`src/hw/rtl/swmt_pkg.sv`:
```
// Shared constants and types for the sliding-window mode tracker.
package swmt_pkg;

	localparam int WINDOW_MAX = 64;
	localparam int IDX_W = $clog2(WINDOW_MAX);
	localparam int CNT_W = 7;
	localparam int WORD_W = 128;
	localparam int WORD_BYTES = 16;

	// Mask that keeps the leading WORD_BYTES bytes of a packed word.
	localparam logic [WORD_W-1:0] WORD_MASK =
		~({WORD_W{1'b1}} >> (8 * WORD_BYTES));

	localparam logic [1:0] REG_WINDOW_LEN = 2'd0;

	typedef enum logic [1:0] {
		ST_IDLE,
		ST_UPDATE,
		ST_SCAN,
		ST_OUT
	} state_t;

	// Command broadcast from the controller to every cell.
	typedef struct packed {
		logic              clear;
		logic              evict;
		logic [WORD_W-1:0] evict_word;
		logic              add;
		logic [WORD_W-1:0] add_word;
		logic              scan;
	} cell_cmd_t;

	// Leader candidate passed down the chain during a scan.
	typedef struct packed {
		logic [CNT_W-1:0]  count;
		logic [WORD_W-1:0] word;
	} lead_t;

	// Status passed down the chain: hit for the new word, a free cell seen upstream.
	typedef struct packed {
		logic hit;
		logic free_seen;
	} chain_t;

endpackage

```
`src/hw/rtl/swmt_cell.sv`:
```
// One table entry: a word, its count, and a stage of the leader scan chain.
module swmt_cell (
	input  logic                 clk,
	input  logic                 arst_n,
	input  swmt_pkg::cell_cmd_t  cmd,
	input  swmt_pkg::chain_t     chain_in,
	output swmt_pkg::chain_t     chain_out,
	input  swmt_pkg::lead_t      lead_in,
	output swmt_pkg::lead_t      lead_out
);

	logic [swmt_pkg::WORD_W-1:0] word_q;
	logic [swmt_pkg::CNT_W-1:0]  count_q;
	swmt_pkg::lead_t             lead_q;
	logic                        used;
	logic                        match_new;
	logic                        match_old;
	logic                        claim;
	logic                        better;

	assign used      = (count_q != '0);
	assign match_new = used && (word_q == cmd.add_word);
	assign match_old = used && (word_q == cmd.evict_word);

	// Claim this cell only when no cell holds the word and no lower free cell exists.
	assign claim = !used && !chain_in.free_seen;
	assign chain_out.hit       = chain_in.hit | match_new;
	assign chain_out.free_seen = chain_in.free_seen | !used;

	// Entry update; eviction and addition are separate cycles.
	always_ff @(posedge clk or negedge arst_n) begin
		if (!arst_n) begin
			count_q <= '0;
		end else if (cmd.clear) begin
			count_q <= '0;
		end else if (cmd.evict) begin
			if (match_old)
				count_q <= count_q - 1'b1;
		end else if (cmd.add) begin
			if (match_new)
				count_q <= count_q + 1'b1;
			else if (claim && !cmd.scan)
				count_q <= 7'd1;
		end
	end

	always_ff @(posedge clk) begin
		if (cmd.add && !cmd.evict && claim && !cmd.scan)
			word_q <= cmd.add_word;
	end

	// Scan stage: keep the better of the incoming candidate and this entry.
	assign better = used && ((count_q > lead_in.count) ||
		(count_q == lead_in.count && word_q < lead_in.word));

	always_ff @(posedge clk) begin
		if (better) begin
			lead_q.count <= count_q;
			lead_q.word  <= word_q;
		end else begin
			lead_q <= lead_in;
		end
	end

	assign lead_out = lead_q;

endmodule

```
`config.mk`:
```
export PLATFORM = sky130hd
export DESIGN_NAME = swmt_cell
export DESIGN_NICKNAME = d
export VERILOG_FILES = /design/src/hw/rtl/swmt_pkg.sv /design/src/hw/rtl/swmt_cell.sv
export SDC_FILE = /design/constraint.sdc
export NUM_CORES = 1
export LEC_CHECK = 0
export BUFFER_PORTS_ARGS = -buffer_cell sky130_fd_sc_hd__buf_4
export CORE_AREA = 2 2 211 213
export DETAILED_ROUTE_END_ITERATION = 16
export DIE_AREA = 0 0 213 215
export HOLD_SLACK_MARGIN = 0.12
export SYNTH_ARGS = -nofsm -noshare
export SYNTH_HDL_FRONTEND = slang
export SYNTH_SLANG_ARGS = --single-unit
export TNS_END_PERCENT = 5
```
`constraint.sdc`:
```
create_clock -name clk -period 13.2 [get_ports clk]
set_clock_uncertainty 0.1 [all_clocks]
set_input_delay 1.32 -clock clk [delete_from_list [all_inputs] [get_ports clk]]
set_output_delay 1.32 -clock clk [all_outputs]
set_load 0.01 [all_outputs]
```
==> results_dict.tcl, run 1 <==
set metrics [dict create \
    pwr-share-clk_pct 43.0 \
    clk_latency_ns 0.54 \
    yosysTopAreaCellShare_pct 24.5 \
    crit_arrival_ns 6.13 \
    critPathMaxFanout 106 \
    cp.required_ns 13.46 \
    clock-sinks 270 \
    synth_edf_count 128 \
    syn_nets 2227 \
    worstPathCellList "buf_4, inv_1, ha_1, a2111oi_0, o221ai_1, o2111ai_1, o211ai_1, a211oi_1, and2_4, o311a_4, buf_4, o22ai_1" \
    crit_type "in -> reg" \
    leakagePower_nw 9.83 \
    synth_top_flop_cell "dfxtp_1" \
    seq_power_share_pct 41.9 \
    cap_violations 0 \
    drt_iter0_drc 1130 \
    ys_async_sr_fraction_pct 2.59 \
    power.share.switching_pct 26.0 \
    irDropWorstVdd_mv 0.0782 \
    ant_nets 0 \
    drv_slew 0 \
    num_rows 77 \
    combinationalPowerShare_pct 15.1 \
    final_hold_viol_count 0 \
    dp_slack_ns 6.94 \
    setup_viol 0 \
    ys_top_cells_by_area "edfxtp_1 (25%), dfxtp_1 (17%), ha_1 (11%)" \
    rsz0062_at_grt "false" \
    powerDensity_nw_per_um2 105 \
    cts_buffer_depth 3 \
    cts_setup_buffers 0 \
    core_area_um2 43600 \
    cp-end-kind "flip-flop" \
    clkTransAtPathRegs_ns 0.06 \
    finalCritPeriodShare_pct 44.5 \
    setup_ws_ns 7.33 \
    drive_gt1_share_pct 27.1 \
    postSynthCellCount 1692 \
    wl_per_cell_um 26.4 \
    die_h_um 215 \
    grt_max_degree 107 \
    yosysWarningCount 0 \
    synth_area_leader_cell "edfxtp_1" \
    htree_levels 2 \
    track_usage_pct 32.1 \
    max_freq_mhz 170 \
    wl_mm 75.1 \
    n_fill_cell 4224 \
    critical-path-top-delay-family "compound AO/OA/AOI/OAI gates" \
    setup-tns-final_ns 0 \
    dp_hpwl_mm 61.4 \
    yosysUniqueCellTypes 56 \
    die_w_um 213 \
    p_switching_uw 584 \
    p_int_mw 1.67 \
    outcome "finished clean" \
    vias_per_cell 5.35 \
    crit_slowest_cell "buf_4" \
    numCtsBuffers 35 \
    slowest_delay_ns 0.94 \
    num-nets-final 2749 \
    dieArea_um2 45800 \
    io_pins 536 \
    hp-class "in -> async" \
    yosysMostFrequentCell "nand2_1" \
    grt_pass1_wl_mm 105 \
    gp_congestion 0.934 \
    grt_pass1_vias 15181 \
    hold_buffers 0 \
    io_buffers 535 \
    netlist_area_um2 15700 \
    cpMostUsedCell "buf_4" \
    cts_tree "yes" \
    synthTopCellsByCount "nand2_1 (314), inv_1 (169), xor2_1 (153), o22ai_1 (144), ha_1 (136)" \
    layout_min_cycle_time_ns 5.87 \
    syn_to_final_growth_pct 37.0 \
    overflow 0 \
    cp_num_buf_inv 3 \
    crit_path_start_kind "input pin" \
    initial_core_util_pct 35.9 \
    finish.utilization_pct 49.2 \
    antenna_found_initial 10 \
    root_buffer "clkbuf_16" \
    cts_resized 0 \
    postSynthAreaPerCell_um2 9.26 \
    ys_seq_elements 270 \
    drtPass1Iterations 5 \
    relSlewSlack_pct 6.95 \
    route.detailed.drc 0 \
    vias 15206 \
    worstMarginPinSlew_ns 1.40 \
    synth-seq-area-share_pct 42.9 \
]
layout make-up:
class                      count  area, µm²  area share, %
multi-input combinational   1188       8090           37.7
sequential                   270       6720           31.3
timing repair buffer         548       4110           19.2
clock buffer                  49       1020           4.76
tap                          592        741           3.45
inverter                     171        644           3.00
clock inverter                14        118          0.548
antenna                        9       22.5          0.105
routing by layer:
layer / part of all wire (%) / track usage [%]
met1: 40 / 39.5
met4: 4.4 / 14.4
met3: 8.5 / 8.14
met2: 47 / 52.8
met5: 0 / 0
path summary, 6_finish.rpt:
| kind | startpoint | to | slack (ns) | depth (start not counted) |
|---|---|---|---|---|
| worst max-delay path | lead_in[119] | lead_out[133]$_DFF_P_ | 7.33 | 12 |
| worst min-delay path | arst_n | count_q[6]$_DFFE_PN0P_ | 0.48 | 1 |
| worst max register to register | word_q[119]$_DFFE_PP_ | lead_out[133]$_DFF_P_ | 7.68 | 10 |
| worst min register to register | count_q[0]$_DFFE_PN0P_ | count_q[0]$_DFFE_PN0P_ | 0.53 | 1 |
| max in group asynchronous | arst_n | count_q[5]$_DFFE_PN0P_ | 12.38 | 1 |
| min in group clk | count_q[0]$_DFFE_PN0P_ | count_q[0]$_DFFE_PN0P_ | 0.53 | 1 |
registers in the layout, indices dropped and copies added (netlist names):
name,cells
lead_out,135
word_q,128
count_q,7
placed cells by master (no fill, tap or decap), drive strengths merged, types with 3 or more instances in the layout:
master	netlist	routed
buf	17	548
nand2	314	314
inv	170	172
xor2	153	153
o22ai	144	144
ha	136	136
dfxtp	135	135
edfxtp	128	128
nor4	56	56
a21oi	55	55
xnor2	50	50
clkbuf	46	49
nand4	44	44
nand2b	36	36
nand3	27	27
nor2b	26	26
nor2	21	21
o21ai	18	18
o2111ai	12	12
clkinv	1	11
a221oi	10	10
diode	0	9
nor3	9	9
a211oi	8	8
a2111o	7	7
dfrtp	7	7
o211ai	6	6
a21o	6	6
and4	4	4
and3	4	4
or4	3	3
o221ai	3	3
a221o	3	3
nor3b	3	3
a31o	3	3
nor4bb	3	3
a311o	3	3
power groups by stage:
stage / sequential [mW] / clock [mW] / combinational (mW)
2_1_floorplan: 0.958 / 0 / 0.126
3_3_place_gp: 0.961 / 0 / 0.331
3_5_place_dp: 0.961 / 0 / 0.337
4_1_cts: 0.944 / 0.983 / 0.339
5_1_grt: 0.946 / 1.01 / 0.369
6_report: 0.944 / 0.968 / 0.339
cell families (layout without fill, tap and decap cells):
group,count (synthesis),count (layout),synth area share (%)
and+or+nand+nor,558,558,16.9
AOI/OAI and AO/OA,291,291,12.2
DFF,270,270,42.9
buffers and inverters,234,782,5.73
xor gates and xnor gates,203,203,11.3
adders and majority gates,136,136,10.9
other,0,9,0
per-stage QoR:
stage                     total power, mW  instance area, µm²  hold WS [ns]  cells
after global routing                 2.33               21500         0.476   2840
after CTS                            2.26               21400         0.458   2832
after detailed placement             1.30               20300         0.522   2769
final                                2.25               21500         0.484   2841
after floorplan                      1.08               15700         0.418   1692
after global placement               1.29               20300         0.489   2769
(Power assumes the default switching activity.)
==> inputs of run 2 (changes only) <==
==> constraint.sdc (replaced) <==
create_clock -name clk -period 4.8 [get_ports clk]
set_clock_uncertainty 0.1 [all_clocks]
set_input_delay 0.48 -clock clk [delete_from_list [all_inputs] [get_ports clk]]
set_output_delay 0.48 -clock clk [all_outputs]
set_load 0.01 [all_outputs]
==> run 2 against run 1 <==
Compared with the run above:
- non-clock buffer count is 289 higher
- register-to-register slack worse by 6.9 ns
- global-route usage is 2.1 points higher
- core utilization is 6.7 points higher
- wire length is 6.8% higher
- final cell count is 10% higher
- via count is 9.2% higher
- combinational power grew to 3.4 times the previous value
- sequential power grew to 2.7 times the previous value
- critical path type is now reg -> out
==> results_dict.tcl, run 2 (synthesis gave the netlist of run 1 again) <==
set metrics [dict create \
    worstMarginPinSlew_ns 0.931 \
    drt_iter0_drc 1493 \
    p_int_mw 4.79 \
    rsz0062_at_grt "false" \
    r2r-end "lead_out[59]$_DFF_P_" \
    max_freq_mhz 240 \
    n_fill_cell 3983 \
    r2r_start "word_q[119]$_DFFE_PP_" \
    layout_common_cells "buf_4 (577), nand2_1 (314), dlygate4sd3_1 (253), inv_1 (168), xor2_1 (153)" \
    critical-path-top-delay-family "simple AND/OR/NAND/NOR gates" \
    drive_gt1_share_pct 25.6 \
    largest_register_ff_count 135 \
    relSlewSlack_pct 37.4 \
    worstPathCellList "xor2_1, nor4_1, buf_4, nand3_1, nor4_1, a31o_2, buf_4" \
    cp_num_buf_inv 2 \
    wl_mm 80.3 \
    drtPass1Iterations 5 \
    htree_levels 2 \
    p_switching_mw 1.69 \
    overflow 0 \
    crit_type "reg -> out" \
    setup-tns-final_ns 0 \
    seq_power_share_pct 40.0 \
    drv_slew 0 \
    io_buffers 535 \
    dieArea_um2 45800 \
    slowest_delay_ns 0.78 \
    multiInputGateArea_um2 8090 \
    hold_end "lead_out[73]$_DFF_P_" \
    dp_hpwl_mm 64.3 \
    clkTransAtPathRegs_ns 0.06 \
    reg2reg_slack_ns 0.78 \
    route.detailed.drc 0 \
    finish.utilization_pct 55.9 \
    r2r_cells 10 \
    worstHoldStart "lead_in[73]" \
    track_usage_pct 34.3 \
    vias 16612 \
    io_pins 536 \
    gp_congestion 0.935 \
    hp-class "in -> reg" \
    antenna_found_initial 11 \
    setup_ws_ns 0.633 \
    combinationalPowerShare_pct 17.7 \
    syn_to_final_growth_pct 55.7 \
    cp.required_ns 4.22 \
    regArea_um2 6720 \
    clk_latency_ns 0.56 \
    leakagePower_nw 11.1 \
    cp-end-kind "primary output" \
    grt_pass1_vias 16835 \
    layout_min_cycle_time_ns 4.17 \
    power.share.switching_pct 26.0 \
    powerDensity_nw_per_um2 266 \
    critPathMaxFanout 4 \
    clock-sinks 270 \
    setup_viol 0 \
    irDropWorstVdd_mv 0.215 \
    num-nets-final 3037 \
    outcome "finished clean" \
    finalCritPeriodShare_pct 86.8 \
    dp_slack_ns 0.858 \
    hold-worst-slack_ns 0.137 \
    core_area_um2 43600 \
    final_hold_viol_count 0 \
    cts_resized 0 \
    wl_per_cell_um 25.6 \
    whs_path_depth 3 \
    root_buffer "clkbuf_16" \
    final_common_cell "buf_4" \
    pwr-share-clk_pct 42.4 \
    crit_path_start_kind "flip-flop" \
    crit_arrival_ns 3.59 \
    initial_core_util_pct 35.9 \
    num_rows 77 \
    cts_tree "yes" \
    die_h_um 215 \
    grt_pass1_wl_mm 112 \
    grt_max_degree 96 \
    die_w_um 213 \
    vias_per_cell 5.31 \
    crit_slowest_cell "nor4_1" \
    cts_buffer_depth 3 \
    cap_violations 0 \
    numCtsBuffers 34 \
    ant_nets 0 \
]
[run 2: changes by cell type in the layout (fill, tap and decap cells not counted)]
cell,delta
inv_8,+1
dlygate4sd3_1,+253
bufinv_16,+1
clkbuf_8,+1
diode_2,+1
inv_4,-1
clkinv_1,-2
buf_12,+7
inv_6,-1
clkinv_2,+2
clkbuf_1,-2
buf_4,+29
[run 2: final cells by class]
class / count / share of cell area (%)
multi-input combinational: 1188 / 33.1
timing repair buffer: 837 / 28.7
sequential: 270 / 27.5
clock buffer: 48 / 4.22
tap: 592 / 3.04
inverter: 171 / 2.64
clock inverter: 14 / 0.600
antenna: 10 / 0.103
[run 2: worst max path at each step]
stage / from / end / cells past startpoint
finish: word_q[40]$_DFFE_PP_ / chain_out[1] / 7
global placement: cmd[169] / count_q[5]$_DFFE_PN0P_ / 10
CTS: word_q[40]$_DFFE_PP_ / chain_out[1] / 7
detailed placement: lead_in[119] / lead_out[12]$_DFF_P_ / 12
floorplan: count_q[0]$_DFFE_PN0P_ / word_q[0]$_DFFE_PP_ / 7
global route: lead_in[119] / lead_out[59]$_DFF_P_ / 13
[run 2: per-layer routing]
metal  routed length [µm]  up-vias  global-route usage [%]
li1                     -     7611                       -
met1                32200     8027                    42.4
met2                38700      818                    57.9
met3                 5960      156                    6.50
met4                 3430        0                    14.6
met5                    0        -                       0
[run 2: timing repair]
item                      4_1_cts  5_1_grt
hold buffers                  253        0
setup buffers                   0        0
hold endpoints to repair      260        0
[run 2: power groups by stage]
stage	sequential, mW	combinational [mW]	clock (mW)
floorplan	2.64	0.346	0
finish	2.59	1.14	2.75
global placement	2.64	0.940	0
detailed placement	2.63	0.953	0
global route	2.59	1.23	2.85
CTS	2.59	1.13	2.77
[run 2: through the flow]
step / total power [mW] / area [µm²] / std cells
after detailed placement: 3.59 / 20700 / 2805
after CTS: 6.49 / 24400 / 3120
after global routing: 6.68 / 24400 / 3130
after floorplan: 2.98 / 15700 / 1692
final: 6.48 / 24400 / 3130
after global placement: 3.58 / 20700 / 2805
[run 2: worst register-to-register path: cells and delay by family, from the launching register on]
kind                     cells  cell delay [ns]
AO/OA/AOI/OAI                6             1.60
adder cells (fa/ha/maj)      1             0.36
buffers and inverters        1             0.72
flip-flops                   1             0.50
AND/OR/NAND/NOR              2             0.64
==> inputs of run 3 (changes only) <==
--- a/config.mk
+++ b/config.mk
@@ -6,9 +6,9 @@
 export NUM_CORES = 1
 export LEC_CHECK = 0
 export BUFFER_PORTS_ARGS = -buffer_cell sky130_fd_sc_hd__buf_4
-export CORE_AREA = 2 2 211 213
+export CORE_MARGIN = 2
+export CORE_UTILIZATION = 30
 export DETAILED_ROUTE_END_ITERATION = 16
-export DIE_AREA = 0 0 213 215
 export HOLD_SLACK_MARGIN = 0.12
 export SYNTH_ARGS = -nofsm -noshare
 export SYNTH_HDL_FRONTEND = slang
==> run 3 against run 2 <==
Compared with the run above:
- final area grew 1.3%
- final cell count up 3.5%
- clock power rose by 6%
- wire length is 7.5% higher
- critical path type is now in -> reg
- register-to-register slack worse by 0.07 ns
- worst hold slack improved by 0.0072 ns
- global-route usage is 3.4 points lower
- sequential share of layout area shrank 0.37 points
- via count rose by 0.46%
==> results_dict.tcl, run 3 (synthesis gave the netlist of run 1 again) <==
set metrics [dict create \
    outcome "finished clean" \
    relSlewSlack_pct 32.2 \
    overflow 0 \
    leakagePower_nw 11.2 \
    dieArea_um2 54100 \
    layout_common_cells "buf_4 (584), nand2_1 (314), dlygate4sd3_1 (262), inv_1 (168), xor2_1 (153)" \
    num_rows 83 \
    max_freq_mhz 238 \
    drt_iter0_drc 1315 \
    vias 16689 \
    rsz0062_at_grt "false" \
    die_h_um 233 \
    drv_slew 0 \
    clk_latency_ns 0.57 \
    wl_per_cell_um 26.7 \
    num-nets-final 3055 \
    critPathMaxFanout 90 \
    worstMarginPinSlew_ns 1.01 \
    core_area_um2 51500 \
    die_w_um 233 \
    drtPass1Iterations 7 \
    crit_arrival_ns 4.50 \
    io_pins 536 \
    grt_pass1_vias 16777 \
    final_common_cell "buf_4" \
    io_buffers 535 \
    n_fill_cell 4859 \
    route.detailed.drc 0 \
    clkTransAtPathRegs_ns 0.06 \
    htree_levels 2 \
    wl_mm 86.3 \
    initial_core_util_pct 30.4 \
    cts_tree "yes" \
    final_hold_viol_count 0 \
    vias_per_cell 5.15 \
    layout_min_cycle_time_ns 4.20 \
    setup_viol 0 \
    dp_hpwl_mm 69.0 \
    cts_buffer_depth 3 \
    antenna_found_initial 22 \
    numCtsBuffers 37 \
    syn_to_final_growth_pct 57.8 \
    cp-end-kind "flip-flop" \
    root_buffer "clkbuf_16" \
    powerDensity_nw_per_um2 271 \
    drive_gt1_share_pct 26.0 \
    finalCritPeriodShare_pct 87.6 \
    largest_register_ff_count 135 \
    crit_type "in -> reg" \
    irDropWorstVdd_mv 0.217 \
    cap_violations 0 \
    crit_path_start_kind "input pin" \
    ant_nets 0 \
    setup-tns-final_ns 0 \
    hp-class "in -> reg" \
    grt_max_degree 136 \
    cp.required_ns 5.10 \
    track_usage_pct 30.9 \
    clock-sinks 270 \
    gp_congestion 0.944 \
    grt_pass1_wl_mm 118 \
    final_area_um2 24700 \
    place_area_um2 20800 \
]
## run 3: changes by cell type in the layout (fill, tap and decap cells not counted), sizes merged
| cell | before | now |
|---|---|---|
| dlygate4sd3 | 253 | 262 |
| buf | 584 | 590 |
| clkbuf | 48 | 51 |
| inv | 171 | 174 |
| bufinv | 3 | 2 |
## run 3: layout make-up
cell class	instances	area [µm²]	share of cell area [%]
antenna	10	25.0	0.101
multi-input combinational	1188	8090	32.7
inverter	171	647	2.62
tap	680	851	3.44
timing repair buffer	852	7130	28.8
clock buffer	51	1110	4.51
clock inverter	16	146	0.592
sequential	270	6720	27.2
## run 3: path summary, 6_finish.rpt
check,start,endpoint,slack [ns],cells past startpoint
min in group asynchronous,arst_n,count_q[3]$_DFFE_PN0P_,0.20,2
hold reg to reg,count_q[0]$_DFFE_PN0P_,count_q[0]$_DFFE_PN0P_,0.50,1
hold / removal,lead_in[13],lead_out[13]$_DFF_P_,0.14,3
setup / recovery,lead_in[119],lead_out[89]$_DFF_P_,0.60,13
max in group asynchronous,arst_n,count_q[1]$_DFFE_PN0P_,4.27,2
setup reg to reg,word_q[119]$_DFFE_PP_,lead_out[89]$_DFF_P_,0.71,10
## run 3: critical path: stages
cell and delay, ns:
dlygate4sd3_1 0.54, buf_4 0.11, inv_1 0.03, ha_1 0.32
a2111oi_0 0.45, o221ai_1 0.20, o2111ai_1 0.18, o211ai_1 0.15
a211oi_1 0.44, and2_4 0.26, o311a_4 0.60, buf_12 0.42
o22ai_1 0.16
## run 3: where the power goes
group,switching [mW],total [mW],internal (mW)
clock,1.17,2.92,1.74
sequential,0.0756,2.58,2.51
combinational,0.558,1.19,0.632
## run 3: layer usage
| layer | vias to the layer above | GRT usage [%] | wire, µm |
|---|---|---|---|
| met2 | 836 | 52.5 | 41300 |
| li1 | 7655 | - | - |
| met1 | 8017 | 38.4 | 35200 |
| met4 | 28 | 11.6 | 3330 |
| met3 | 153 | 6.19 | 6310 |
| met5 | - | 0 | 190 |
## run 3: per-stage QoR
stage               hold WS, ns  utilization (%)  total power, mW  instances  worst slack, ns
floorplan                0.0844                -             2.98       1692            0.531
global placement          0.206             40.4             3.62       2899            0.714
detailed placement        0.206             40.4             3.63       2899            0.727
CTS                       0.123             48.0             6.70       3228            0.692
global route              0.133             48.0             6.89       3236            0.466
finish                    0.144             48.0             6.69       3238            0.595
## run 3: what timing repair did
action                     in CTS  in global routing
hold endpoints to repair      269                  0
hold buffers                  262                  0
setup endpoints to repair       0                  0
resized for setup               0                  0
setup buffers                   0                  0
